$ cat src/rtl/core/psg_pkg.sv
package psg_pkg;

  localparam int SAMPLE_RATE = 44100;

  localparam int FREQ_W   = 17;
  localparam int VOL_W    = 8;
  localparam int SAMPLE_W = 16;
  localparam int NUM_CH   = 4;
  localparam int NUM_TONE = 3;
  localparam int NOISE_CH = 3;

  localparam int FREQ_MAX  = (1 << FREQ_W) - 1;
  localparam int PHASE_W   = $clog2(SAMPLE_RATE);
  // phase + freq peaks at SAMPLE_RATE - 1 + FREQ_MAX
  localparam int SUM_W     = $clog2(SAMPLE_RATE + FREQ_MAX);
  localparam int MAX_WRAPS = (SAMPLE_RATE - 1 + FREQ_MAX) / SAMPLE_RATE;
  localparam int WRAP_W    = $clog2(MAX_WRAPS + 1);
  // 2*p < rate  <=>  p < ceil(rate/2)
  localparam int HALF_RATE = (SAMPLE_RATE + 1) / 2;

  localparam int AMP_SCALE = 30;
  localparam int AMP_W     = VOL_W + 5;
  localparam int MIX_W     = AMP_W + 4;

  localparam logic signed [MIX_W-1:0] SAT_HI = MIX_W'((1 << (SAMPLE_W - 1)) - 1);
  localparam logic signed [MIX_W-1:0] SAT_LO = -SAT_HI - MIX_W'(1);

  localparam int LFSR_W = 15;
  localparam logic [LFSR_W:0] LFSR_SEED = (LFSR_W + 1)'(1 << LFSR_W);

  typedef struct packed {
    logic             active;
    logic             positive;
    logic [VOL_W-1:0] vol;
  } chan_term_t;

  function automatic logic [AMP_W-1:0] amp_f(logic [VOL_W-1:0] vol);
    return AMP_W'(32'(vol) * AMP_SCALE);
  endfunction

  // One LFSR shift; an all-zero register is reseeded before the shift.
  function automatic logic [LFSR_W-1:0] lfsr_adv(logic [LFSR_W-1:0] r);
    logic [LFSR_W:0] s;
    s = (r == '0) ? LFSR_SEED : {1'b0, r};
    return {s[LFSR_W] | (s[0] ^ s[3]), s[LFSR_W-1:1]};
  endfunction

endpackage

$ cat src/rtl/core/psg_phase_acc.sv
module psg_phase_acc (
  input  logic                         clk_i,
  input  logic                         rst_ni,
  input  logic                         en_i,
  input  logic [psg_pkg::FREQ_W-1:0]   freq_i,
  output logic [psg_pkg::PHASE_W-1:0]  phase_o,
  output logic [psg_pkg::WRAP_W-1:0]   wraps_o
);

  logic [psg_pkg::PHASE_W-1:0] phase_q, phase_d;
  logic [psg_pkg::SUM_W-1:0]   sum;
  logic [psg_pkg::WRAP_W-1:0]  wraps;

  // parallel compares against k*rate, highest hit wins
  always_comb begin
    sum     = psg_pkg::SUM_W'(phase_q) + psg_pkg::SUM_W'(freq_i);
    wraps   = '0;
    phase_d = psg_pkg::PHASE_W'(sum);
    for (int k = 1; k <= psg_pkg::MAX_WRAPS; k++) begin
      if (sum >= psg_pkg::SUM_W'(k * psg_pkg::SAMPLE_RATE)) begin
        wraps   = psg_pkg::WRAP_W'(k);
        phase_d = psg_pkg::PHASE_W'(sum - psg_pkg::SUM_W'(k * psg_pkg::SAMPLE_RATE));
      end
    end
  end

  always_ff @(posedge clk_i or negedge rst_ni) begin
    if (!rst_ni) begin
      phase_q <= '0;
    end else if (en_i) begin
      phase_q <= phase_d;
    end
  end

  assign phase_o = phase_d;
  assign wraps_o = wraps;

endmodule

$ cat src/rtl/core/psg_noise_lfsr.sv
module psg_noise_lfsr (
  input  logic                        clk_i,
  input  logic                        rst_ni,
  input  logic                        en_i,
  input  logic [psg_pkg::WRAP_W-1:0]  wraps_i,
  output logic                        bit_o
);

  logic [psg_pkg::LFSR_W-1:0] lfsr_q, lfsr_d;

  // one shift per phase wrap of this tick
  always_comb begin
    lfsr_d = lfsr_q;
    for (int k = 1; k <= psg_pkg::MAX_WRAPS; k++) begin
      if (psg_pkg::WRAP_W'(k) <= wraps_i) begin
        lfsr_d = psg_pkg::lfsr_adv(lfsr_d);
      end
    end
  end

  always_ff @(posedge clk_i or negedge rst_ni) begin
    if (!rst_ni) begin
      lfsr_q <= '0;
    end else if (en_i) begin
      lfsr_q <= lfsr_d;
    end
  end

  assign bit_o = lfsr_d[0];

endmodule

$ cat src/rtl/core/psg_mix_sat.sv
module psg_mix_sat (
  input  psg_pkg::chan_term_t           term_i [psg_pkg::NUM_CH],
  output logic [psg_pkg::SAMPLE_W-1:0]  sample_o
);

  logic signed [psg_pkg::MIX_W-1:0] mix;
  logic signed [psg_pkg::MIX_W-1:0] amp;

  always_comb begin
    mix = '0;
    amp = '0;
    for (int ch = 0; ch < psg_pkg::NUM_CH; ch++) begin
      amp = signed'(psg_pkg::MIX_W'(psg_pkg::amp_f(term_i[ch].vol)));
      if (term_i[ch].active) begin
        mix = term_i[ch].positive ? mix + amp : mix - amp;
      end
    end
  end

  always_comb begin
    if (mix > psg_pkg::SAT_HI) begin
      sample_o = psg_pkg::SAMPLE_W'(psg_pkg::SAT_HI);
    end else if (mix < psg_pkg::SAT_LO) begin
      sample_o = psg_pkg::SAMPLE_W'(psg_pkg::SAT_LO);
    end else begin
      sample_o = psg_pkg::SAMPLE_W'(mix);
    end
  end

endmodule

$ cat src/rtl/core/psg_square_noise_mixer.sv
// Three square tones plus one LFSR noise channel, mixed to one sample per request.
// out_valid_o rises once an accepted request passes the input reg, then the result reg.
// Throughput: one request per cycle unless a held result is stalled (out_stall_i).
// Input stalls only while the input register is full and the result is stalled.
// Reset (rst_ni low, async) clears all phases, the LFSR and both valid flags.
module psg_square_noise_mixer (
  input  logic                                clk_i,
  input  logic                                rst_ni,
  input  logic                                in_valid_i,
  output logic                                in_stall_o,
  input  logic [psg_pkg::FREQ_W-1:0]          tone_a_freq_i,
  input  logic [psg_pkg::FREQ_W-1:0]          tone_b_freq_i,
  input  logic [psg_pkg::FREQ_W-1:0]          tone_c_freq_i,
  input  logic [psg_pkg::FREQ_W-1:0]          noise_freq_i,
  input  logic [psg_pkg::VOL_W-1:0]           tone_a_vol_i,
  input  logic [psg_pkg::VOL_W-1:0]           tone_b_vol_i,
  input  logic [psg_pkg::VOL_W-1:0]           tone_c_vol_i,
  input  logic [psg_pkg::VOL_W-1:0]           noise_vol_i,
  output logic                                out_valid_o,
  input  logic                                out_stall_i,
  output logic signed [psg_pkg::SAMPLE_W-1:0] sample_o
);

  logic                         in_valid_q;
  logic [psg_pkg::FREQ_W-1:0]   freq_q [psg_pkg::NUM_CH];
  logic [psg_pkg::VOL_W-1:0]    vol_q  [psg_pkg::NUM_CH];
  logic                         out_valid_q;
  logic [psg_pkg::SAMPLE_W-1:0] sample_q, sample_d;
  logic                         advance;
  logic [psg_pkg::NUM_CH-1:0]   active;
  logic [psg_pkg::PHASE_W-1:0]  phase [psg_pkg::NUM_CH];
  logic [psg_pkg::WRAP_W-1:0]   wraps [psg_pkg::NUM_CH];
  logic                         noise_bit;
  psg_pkg::chan_term_t          term [psg_pkg::NUM_CH];

  assign advance    = in_valid_q && (!out_valid_q || !out_stall_i);
  assign in_stall_o = in_valid_q && !advance;

  always_ff @(posedge clk_i or negedge rst_ni) begin
    if (!rst_ni) begin
      in_valid_q <= 1'b0;
    end else if (!in_stall_o) begin
      in_valid_q <= in_valid_i;
    end
  end

  always_ff @(posedge clk_i) begin
    if (in_valid_i && !in_stall_o) begin
      freq_q[0] <= tone_a_freq_i;
      freq_q[1] <= tone_b_freq_i;
      freq_q[2] <= tone_c_freq_i;
      freq_q[3] <= noise_freq_i;
      vol_q[0]  <= tone_a_vol_i;
      vol_q[1]  <= tone_b_vol_i;
      vol_q[2]  <= tone_c_vol_i;
      vol_q[3]  <= noise_vol_i;
    end
  end

  for (genvar ch = 0; ch < psg_pkg::NUM_CH; ch++) begin : g_chan
    assign active[ch] = (freq_q[ch] != '0) && (vol_q[ch] != '0);

    psg_phase_acc u_phase (
      .clk_i   (clk_i),
      .rst_ni  (rst_ni),
      .en_i    (advance && active[ch]),
      .freq_i  (freq_q[ch]),
      .phase_o (phase[ch]),
      .wraps_o (wraps[ch])
    );

    assign term[ch].active = active[ch];
    assign term[ch].vol    = vol_q[ch];
    if (ch < psg_pkg::NUM_TONE) begin : g_tone
      assign term[ch].positive = phase[ch] < psg_pkg::PHASE_W'(psg_pkg::HALF_RATE);
    end else begin : g_noise
      assign term[ch].positive = noise_bit;
    end
  end

  psg_noise_lfsr u_noise (
    .clk_i   (clk_i),
    .rst_ni  (rst_ni),
    .en_i    (advance && active[psg_pkg::NOISE_CH]),
    .wraps_i (wraps[psg_pkg::NOISE_CH]),
    .bit_o   (noise_bit)
  );

  psg_mix_sat u_mix (
    .term_i   (term),
    .sample_o (sample_d)
  );

  always_ff @(posedge clk_i or negedge rst_ni) begin
    if (!rst_ni) begin
      out_valid_q <= 1'b0;
    end else if (advance) begin
      out_valid_q <= 1'b1;
    end else if (!out_stall_i) begin
      out_valid_q <= 1'b0;
    end
  end

  always_ff @(posedge clk_i) begin
    if (advance) begin
      sample_q <= sample_d;
    end
  end

  assign out_valid_o = out_valid_q;
  assign sample_o    = signed'(sample_q);

endmodule

$ cat config.mk
export PLATFORM = sky130hd
export DESIGN_NAME = psg_square_noise_mixer
export DESIGN_NICKNAME = d
export VERILOG_FILES = /design/src/rtl/core/psg_pkg.sv /design/src/rtl/core/psg_phase_acc.sv /design/src/rtl/core/psg_noise_lfsr.sv /design/src/rtl/core/psg_mix_sat.sv /design/src/rtl/core/psg_square_noise_mixer.sv
export SDC_FILE = /design/constraint.sdc
export NUM_CORES = 1
export LEC_CHECK = 0
export ABC_CLOCK_PERIOD_IN_PS = 16000
export BUFFER_PORTS_ARGS = -buffer_cell sky130_fd_sc_hd__buf_2
export CAP_MARGIN = 20
export CORE_ASPECT_RATIO = 1.5
export CORE_MARGIN = 4
export CORE_UTILIZATION = 50
export CTS_CLUSTER_DIAMETER = 30
export DETAILED_ROUTE_END_ITERATION = 6
export HOLD_SLACK_MARGIN = 0.02
export MAX_ROUTING_LAYER = met4
export PLACE_DENSITY = 0.67
export SETUP_SLACK_MARGIN = 0.1
export SLEW_MARGIN = 0
export SYNTH_ARGS = -nofsm -noshare
export SYNTH_HDL_FRONTEND = slang
export SYNTH_SLANG_ARGS = --single-unit
$ cat constraint.sdc
create_clock -name clk_i -period 16 [get_ports clk_i]
set_input_delay 3.2 -clock clk_i [delete_from_list [all_inputs] [get_ports clk_i]]
set_output_delay 3.2 -clock clk_i [all_outputs]
set_load 0.01 [all_outputs]
==> results.md, run 1 <==
- Measured along the x axis, the die boundary spans 179 um.
- A synthesized cell averages 8.67 um^2.
- Buffers placed on the I/O ports in this run total 121.
- The number of H-tree levels is 4.
- The final net count is 2,983.
- For this run, the detailed router's first-pass iteration total came to 7.
- The combined area of all synthesized cells is 0.0218 mm^2.
- After detailed routing, the number of remaining DRC violations is 1.
- Clock latency on the worst-skew pair, taken at its later pin, is 0.50 ns.
- The via count of the routed design is 19,700.
- For this run, the slowest stage of the critical path takes 0.84 ns.
- The minimum clock period is 12.33 ns.
- The most common flop cell mapped by yosys is edfxtp_1.
- The clock net in this run drives a total of 197 sinks.
- At the end of the flow the core is filled with cells to 54.9%.
- The class of the tightest hold or removal check is flip-flop to flip-flop.
- The endpoint class of the critical path is a flip-flop.
- The hold buffer count at cts is 0.
- Counting flops with an async set or reset pin after synthesis yields a share of 41.1%.
- The part of the cycle the worst path needs is 77.0%.
- The commonest cells after synthesis are nand2_1 (235), ha_1 (215), a21oi_1 (194).
- The core box area is 0.0431 mm^2.
- The number of routed nets with antenna violations is 0.
- Counting along the longest clock path gives a buffer depth of 2.
- The yosys synthesis warning count is 0.
- For met2 alone, demand over resource in global routing was 50.4%.
- The final worst hold slack is 0.490 ns.
- For the worst flop-to-flop path, the logic depth is 49.
- The floorplan has 93 rows.
- From synthesis to final layout, the design area changed by 8.38%.
- On the critical path, the stage with the largest delay is an instance of o31ai_1.
- The initial utilization of the core area, before any placement, comes to 50.7%.
- The cell type contributing the most total cell area after synthesis is edfxtp_1.
- Data on the critical path is required at its endpoint by 16.25 ns.
- The nature of the critical path startpoint is a flip-flop.
- Ranked by total cell area, the synthesized netlist is headed by edfxtp_1 (16%), ha_1 (12%), dfrtp_1 (9.3%).
- Global routing used 3.13% of the available met3 tracks.
- Buffers inserted during clock tree synthesis total 17.
- The flip-flop and latch count after synthesis is 197.
- The final reports fail on DRC.
- Entering global routing, the biggest net connects 59 pins.
- The data arrival time at the worst-slack endpoint is 12.58 ns.
- In the routed layout, each cell is associated on average with a via count of 6.18.
- The final-report max-slew violation count came to 0.
- By startpoint and endpoint, the worst setup path is classified as flip-flop to flip-flop.
- The met1 routing resource usage after global routing is 29.0%.
- The first global-routing pass estimated 102,000 um of wire.
- The die is 264 um tall.
- The final layout contains routed wiring with a total length of 63,800 um.
- The sequential element share of the synthesized area is 25.2%.
- The number of antenna violations at the first check in global routing came to 0.
- The worst hold path was traced through 2 stages.
- The top cell type's share of synthesized area is 16.0%.
- The count of antenna diodes in the layout is 0.
- The proportion of layout cells with a drive suffix above 1 is 10.3%.
- The clock tree from TritonCTS is done.
- The number of flops mapped to enable cells by yosys is 116.
- The I/O pin count is 122.
- The slew at the pin with the worst max-slew slack is 1.06 ns.
- The most frequent cell on the critical path is o21ai_0.
- The iteration-0 DRC count of the detailed router is 1,331.
- Setup repair after global routing left no endpoint under its margin.
- The most common cell in the synthesized netlist is nand2_1.
- The worst clock skew is 0.0185 ns.
- The count of endpoints failing hold in the final timing report is 0.
- The max-capacitance violation count is 0.
- Summed over all failing endpoints, the final setup total negative slack is 0 ns.
- The global routing's busiest layer is met2.
- Based on the critical path, the design can be clocked at up to 81.1 MHz.
- The total congestion overflow after global routing is 0.
- At the end of routability-driven placement, the weighted congestion stood at 1.01.
- The clock transition time at the flip-flop clock pins of the worst setup and hold paths is 0.09 ns.
- The floorplan die area is 0.0471 mm^2.
- The number of nets produced by synthesis is 2,897.
- The run finished, with violations left.
- The worst-path maximum fanout is 18.
- The HPWL after detailed placement is 50,800 um.
- In the final routed layout, each cell accounts on average for 20.0 um.
- The count of distinct cell types in the synthesized netlist is 107.
- The gate count of the mapped netlist is 2,519.
- The global-route total usage across every layer is 27.8%.
- The cell at the root of the clock tree is clkbuf_16.
- Setup violations remaining at the end of the flow were counted as 0.
- The via count of the first global-routing pass is 20,000.
- Measured against its own limit, the worst slew margin works out to 29.4%.
- The number of buffers added for setup after CTS is 0.
- In this run, post-CTS repair resized a total of 0 instances.
## logic make-up after synthesis
logic type / synth area share, %
fa+ha+maj: 18.2
buf+inv: 3.84
mux: 2.48
flops: 25.2
xor+xnor: 8.97
compound gates: 24.7
simple gates: 16.6
## per-stage QoR
stage	instances	setup WS [ns]	area [um^2]
6_report	3188	3.67	23700
5_1_grt	3188	2.61	23700
4_1_cts	3187	3.35	23700
3_5_place_dp	3155	3.39	23000
3_3_place_gp	3155	3.64	23000
2_1_floorplan	2519	5.75	21800
## sequential cells by signal, indices dropped and copies added, names as in the netlist
| register | count |
|---|---|
| freq_q | 68 |
| g_chan.u_phase.phase_q | 64 |
| in_valid_q | 1 |
| out_valid_o | 1 |
| sample_o | 16 |
| u_noise.lfsr_q | 15 |
| vol_q | 32 |
## critical path, delay by kind of cell, from the launching register on
| kind | cells | cell delay [ns] |
|---|---|---|
| AOI/OAI and AO/OA | 25 | 6.23 |
| xor gates and xnor gates | 6 | 1.57 |
| adders and majority gates | 5 | 1.57 |
| buffers and inverters | 3 | 0.59 |
| DFF | 1 | 0.41 |
| and+or+nand+nor | 10 | 1.71 |
## final timing paths
kind / to / start / slack, ns
worst min-delay path: g_chan[1].u_phase.phase_q[13]$_DFFE_PN0P_ / g_chan[1].u_phase.phase_q[13]$_DFFE_PN0P_ / 0.49
max in group asynchronous: g_chan[0].u_phase.phase_q[10]$_DFFE_PN0P_ / rst_ni / 12.16
worst min register to register: g_chan[1].u_phase.phase_q[13]$_DFFE_PN0P_ / g_chan[1].u_phase.phase_q[13]$_DFFE_PN0P_ / 0.49
worst max register to register: sample_o[6]$_SDFFCE_PN1P_ / freq_q[0][4]$_DFFE_PP_ / 3.67
worst max-delay path: sample_o[6]$_SDFFCE_PN1P_ / freq_q[0][4]$_DFFE_PP_ / 3.67
min in group asynchronous: g_chan[2].u_phase.phase_q[9]$_DFFE_PN0P_ / rst_ni / 2.61
## per-layer routing
layer  wire (um)  vias up
li1            -     9481
met5           0        -
met3        2280      208
met1       23800     9452
met4        3790        0
met2       33900      571
## cells in the final DEF, fill, tap and decap left out, drive strengths merged, types with 44 or more instances in the layout
cell	n
a21o	46
a21oi	196
buf	146
dfrtp	81
edfxtp	116
fa	59
ha	215
inv	145
nand2	236
nor2	184
nor3	66
o21ai	182
or3	44
xnor2	157
xor2	61
## area by class of cell
type                    count  area [um^2]
well taps                 570          713
inverters                 136          510
fillers                  4007        19400
multi-input cells        2107        15500
flip-flops and latches    197         5510
clock inverters            14          185
clock buffers              18          439
repair buffers            146          796
Power of run 1 is not shown: default switching activity piles up to over one toggle a cycle in this logic, so the estimate is an artifact.
==> inputs of run 2 (changes only) <==
--- a/config.mk
+++ b/config.mk
@@ -5,7 +5,8 @@
 export SDC_FILE = /design/constraint.sdc
 export NUM_CORES = 1
 export LEC_CHECK = 0
-export ABC_CLOCK_PERIOD_IN_PS = 16000
+export ABC_AREA = 1
+export ABC_CLOCK_PERIOD_IN_PS = 12900
 export BUFFER_PORTS_ARGS = -buffer_cell sky130_fd_sc_hd__buf_2
 export CAP_MARGIN = 20
 export CORE_ASPECT_RATIO = 1.5
==> constraint.sdc (replaced) <==
create_clock -name clk_i -period 12.9 [get_ports clk_i]
set_input_delay 2.58 -clock clk_i [delete_from_list [all_inputs] [get_ports clk_i]]
set_output_delay 2.58 -clock clk_i [all_outputs]
set_load 0.01 [all_outputs]
==> results.md, run 2 <==
- The run finished, with violations left.
- The final reports fail on DRC.
- On the worst path, the slowest cell contributes a delay of 0.70 ns.
- The number of gates resized after CTS was 0.
- The final-report max-slew violation count is 0.
- The largest buffer count on any clock path is 2.
- For met2 alone, demand over resource in global routing was 50.4%.
- In this run the remaining antenna-violating nets after routing total 0.
- In the final layout, the share of cells above drive strength 1 is 8.98%.
- The number of nets produced by synthesis is 3,783.
- The horizontal die dimension is 184 um.
- The via count of the first global-routing pass is 22,200.
- The path depth of the worst reg2reg path is 56.
- During I/O placement, the number of pins put on the boundary was 122.
- Global routing consumed, on the met3 layer, 2.57% of the routing resources.
- For this run, design rule violations remaining after detail routing come to 1.
- By area the synthesized netlist is led by nand2_1 (17%), edfxtp_1 (15%), ha_1 (12%).
- The first routing iteration left 1,256 violations.
- The initial core utilization is 50.7%.
- The placed wire-length estimate after detailed placement is 54,400 um.
- The number of antenna violations at the first check in global routing is 1.
- The number of CTS-inserted buffers is 17.
- Across every metal layer, demand over resource in global routing totals 27.3%.
- The floorplan die area is 0.0503 mm^2.
- Synthesis handed over a netlist of 3,405 instances.
- STA puts the critical path data required time at 13.12 ns.
- For this run, the top clock speed supported by timing is 99.9 MHz.
- The average detailed-routed wire length per instance is 16.4 um.
- The detailed-route vias per instance is 5.45.
- During placement, the flow inserted port buffers numbering 121.
- The cell type contributing the most total cell area after synthesis is nand2_1.
- The largest registers in the layout are freq_q: 68 flops, g_chan.u_phase.phase_q: 64 flops, vol_q: 32 flops.
- met2 is the most crowded layer.
- The area growth from synthesis to final layout is 7.42%.
- Dividing the final minimum period by the clock period gives 77.6%.
- The number of flops mapped to enable cells by yosys is 116.
- The compound-gate portion of the synthesized area is 11.2%.
- The combined area of all synthesized cells is 0.0233 mm^2.
- The first TritonRoute pass finished after 7 iterations.
- The dominant combinational cell family by area after synthesis is simple AND/OR/NAND/NOR gates.
- At the end of the flow, the number of nets in the layout was 3,873.
- The most common flop cell mapped by yosys is edfxtp_1.
- The flip-flop and latch count after synthesis is 197.
- At the end of routability-driven placement, the weighted congestion stood at 0.944.
- The first global-routing pass estimated 109,000 um of wire.
- Summing the sequential cell areas from Yosys gives 23.6% of the chip area.
- Entering global routing, the biggest net connects 75 pins.
- The hold buffer count at cts is 0.
- The final count of negative-setup-slack endpoints is 0.
- Of all nets on the critical path, the largest fanout is 17.
- By instance count, the leading cell after synthesis is nand2_1.
- CTS placed an instance of clkbuf_16 at the clock tree root.
- The register with the highest flop count is freq_q.
- The number of stages on the worst hold path is 2.
- The mean instance size in the synthesized netlist is 6.85 um^2.
- The number of H-tree levels is 4.
- The minimum clock period is 10.01 ns.
- The flip-flop count of the largest register, all copies and words added is 68.
- The cell at the slowest stage of the critical path is xnor2_1.
- Yosys mapped the design onto 61 distinct sky130hd cell types.
- The number of setup buffers added after CTS is 0.
- STA classifies the critical path startpoint as a flip-flop.
- For this run the aggregate overflow at the end of global routing stands at 0.
- The count of endpoints failing hold in the final timing report is 0.
- Across the run, the number of max-cap violations was 0.
- The top cell type's share of synthesized area is 16.8%.
- The tightest slew margin relative to the limit is 42.4%.
- Counting flops with an async set or reset pin after synthesis yields a share of 41.1%.
- The via count of the routed design is 22,300.
- The tightest min-delay check is of the flip-flop to flip-flop type.
- The leading cell type in the layout, fill and taps excluded is nand2_1.
- The summed negative setup slack over all endpoints is 0 ns.
- After Yosys synthesis, XOR and XNOR cells account for 6.89% of the synthesized area.
- The number of cell rows is 96.
- The routed wire length is 67,100 um.
- The clock drives 197 sinks.
- The Yosys step of the flow raised 0 warnings.
- The die is 273 um tall.
- The filler cells instantiated in the layout total 4,522.
- The endpoint class of the critical path is a flip-flop.
- The area fraction in and, or, nand and nor cells after synthesis is 32.9%.
- The adder and majority gate portion of the synthesized area is 16.6%.
- The clock transition time at the flip-flop clock pins of the worst setup and hold paths is 0.08 ns.
- Among the stages of the critical path, the cell type that occurs most often is nand2_1.
- Multiplexer cells account for 0.172% of the synthesized area.
- For the worst setup path, the data arrival time is 10.23 ns.
- Leaving out fill and tap cells, the most frequent cells in the layout are nand2_1 (1,044), inv_1 (421), nand3_1 (253), nor2_1 (226), ha_1 (215).
- Between clock sinks in the finished design, the worst skew comes to 0.0201 ns.
- The clock reaches the later pin of the worst-skew pair after 0.49 ns.
- For this run, the share of the core covered by cells in the final layout is 54.5%.
- The clock tree from TritonCTS is done.
- At the pin with the least slew margin, the transition time is 0.861 ns.
- In the global route stage, met1 resource usage came out at 29.6%.
- Sorting the synthesized cells by how often they occur yields nand2_1 (1,044), inv_1 (422), nand3_1 (253).
- Setup repair after global routing left no endpoint under its margin.
- The setup path with the least slack is of type flip-flop to flip-flop.
- The floorplan step defined a core boundary enclosing 0.0460 mm^2.
==> run 2: per-stage QoR <==
| stage | hold slack [ns] | worst slack (ns) | instances | cell area, um^2 |
|---|---|---|---|---|
| 6_report | 0.488 | 2.89 | 4097 | 25100 |
| 5_1_grt | 0.514 | 1.84 | 4097 | 25100 |
| 4_1_cts | 0.492 | 2.90 | 4095 | 25000 |
| 3_5_place_dp | 0.475 | 3.00 | 4063 | 24400 |
| 3_3_place_gp | 0.458 | 3.25 | 4062 | 24400 |
| 2_1_floorplan | 0.446 | 4.81 | 3405 | 23300 |
==> run 2: path summary, 6_finish.rpt <==
check	endpoint	slack (ns)	from
setup / recovery	sample_o[2]$_SDFFCE_PN1P_	2.89	freq_q[1][2]$_DFFE_PP_
hold / removal	out_valid_o$_DFFE_PN0P_	0.49	in_valid_q$_DFFE_PN0N_
setup reg to reg	sample_o[2]$_SDFFCE_PN1P_	2.89	freq_q[1][2]$_DFFE_PP_
hold reg to reg	out_valid_o$_DFFE_PN0P_	0.49	in_valid_q$_DFFE_PN0N_
max in group asynchronous	g_chan[0].u_phase.phase_q[12]$_DFFE_PN0P_	9.63	rst_ni
min in group asynchronous	g_chan[3].u_phase.phase_q[15]$_DFFE_PN0P_	2.07	rst_ni
==> run 2: critical path: cells and delay by family (launching register included) <==
kind	cells	cell delay (ns)
AO/OA/AOI/OAI	13	2.49
XOR/XNOR	3	1.08
adder cells (fa/ha/maj)	5	1.85
buffers and inverters	6	0.76
flip-flops	1	0.40
AND/OR/NAND/NOR	29	3.19
==> run 2: layout make-up <==
type | instances | area [um^2] | area share [%]
multi-input combinational | 2697 | 15800 | 63.1
timing repair buffer | 129 | 701 | 2.80
clock inverter | 14 | 163 | 0.649
sequential | 197 | 5510 | 22.0
tap | 588 | 736 | 2.94
inverter | 453 | 1700 | 6.79
clock buffer | 18 | 429 | 1.71
antenna | 1 | 2.50 | 0.00998
==> run 2: layer usage <==
layer | wire length [um] | vias to the layer above
met3 | 2130 | 144
met1 | 26400 | 10400
met5 | 0 | -
met4 | 2920 | 0
li1 | - | 11300
met2 | 35600 | 530
==> run 2: kinds of logic after synthesis <==
| logic type | count (synthesis) |
|---|---|
| AND/OR/NAND/NOR | 1758 |
| buffers and inverters | 511 |
| AO/OA/AOI/OAI | 480 |
| adder cells (fa/ha/maj) | 274 |
| flip-flops | 197 |
| XOR/XNOR | 181 |
| multiplexers | 4 |
Power of run 2 is left out for the same reason.
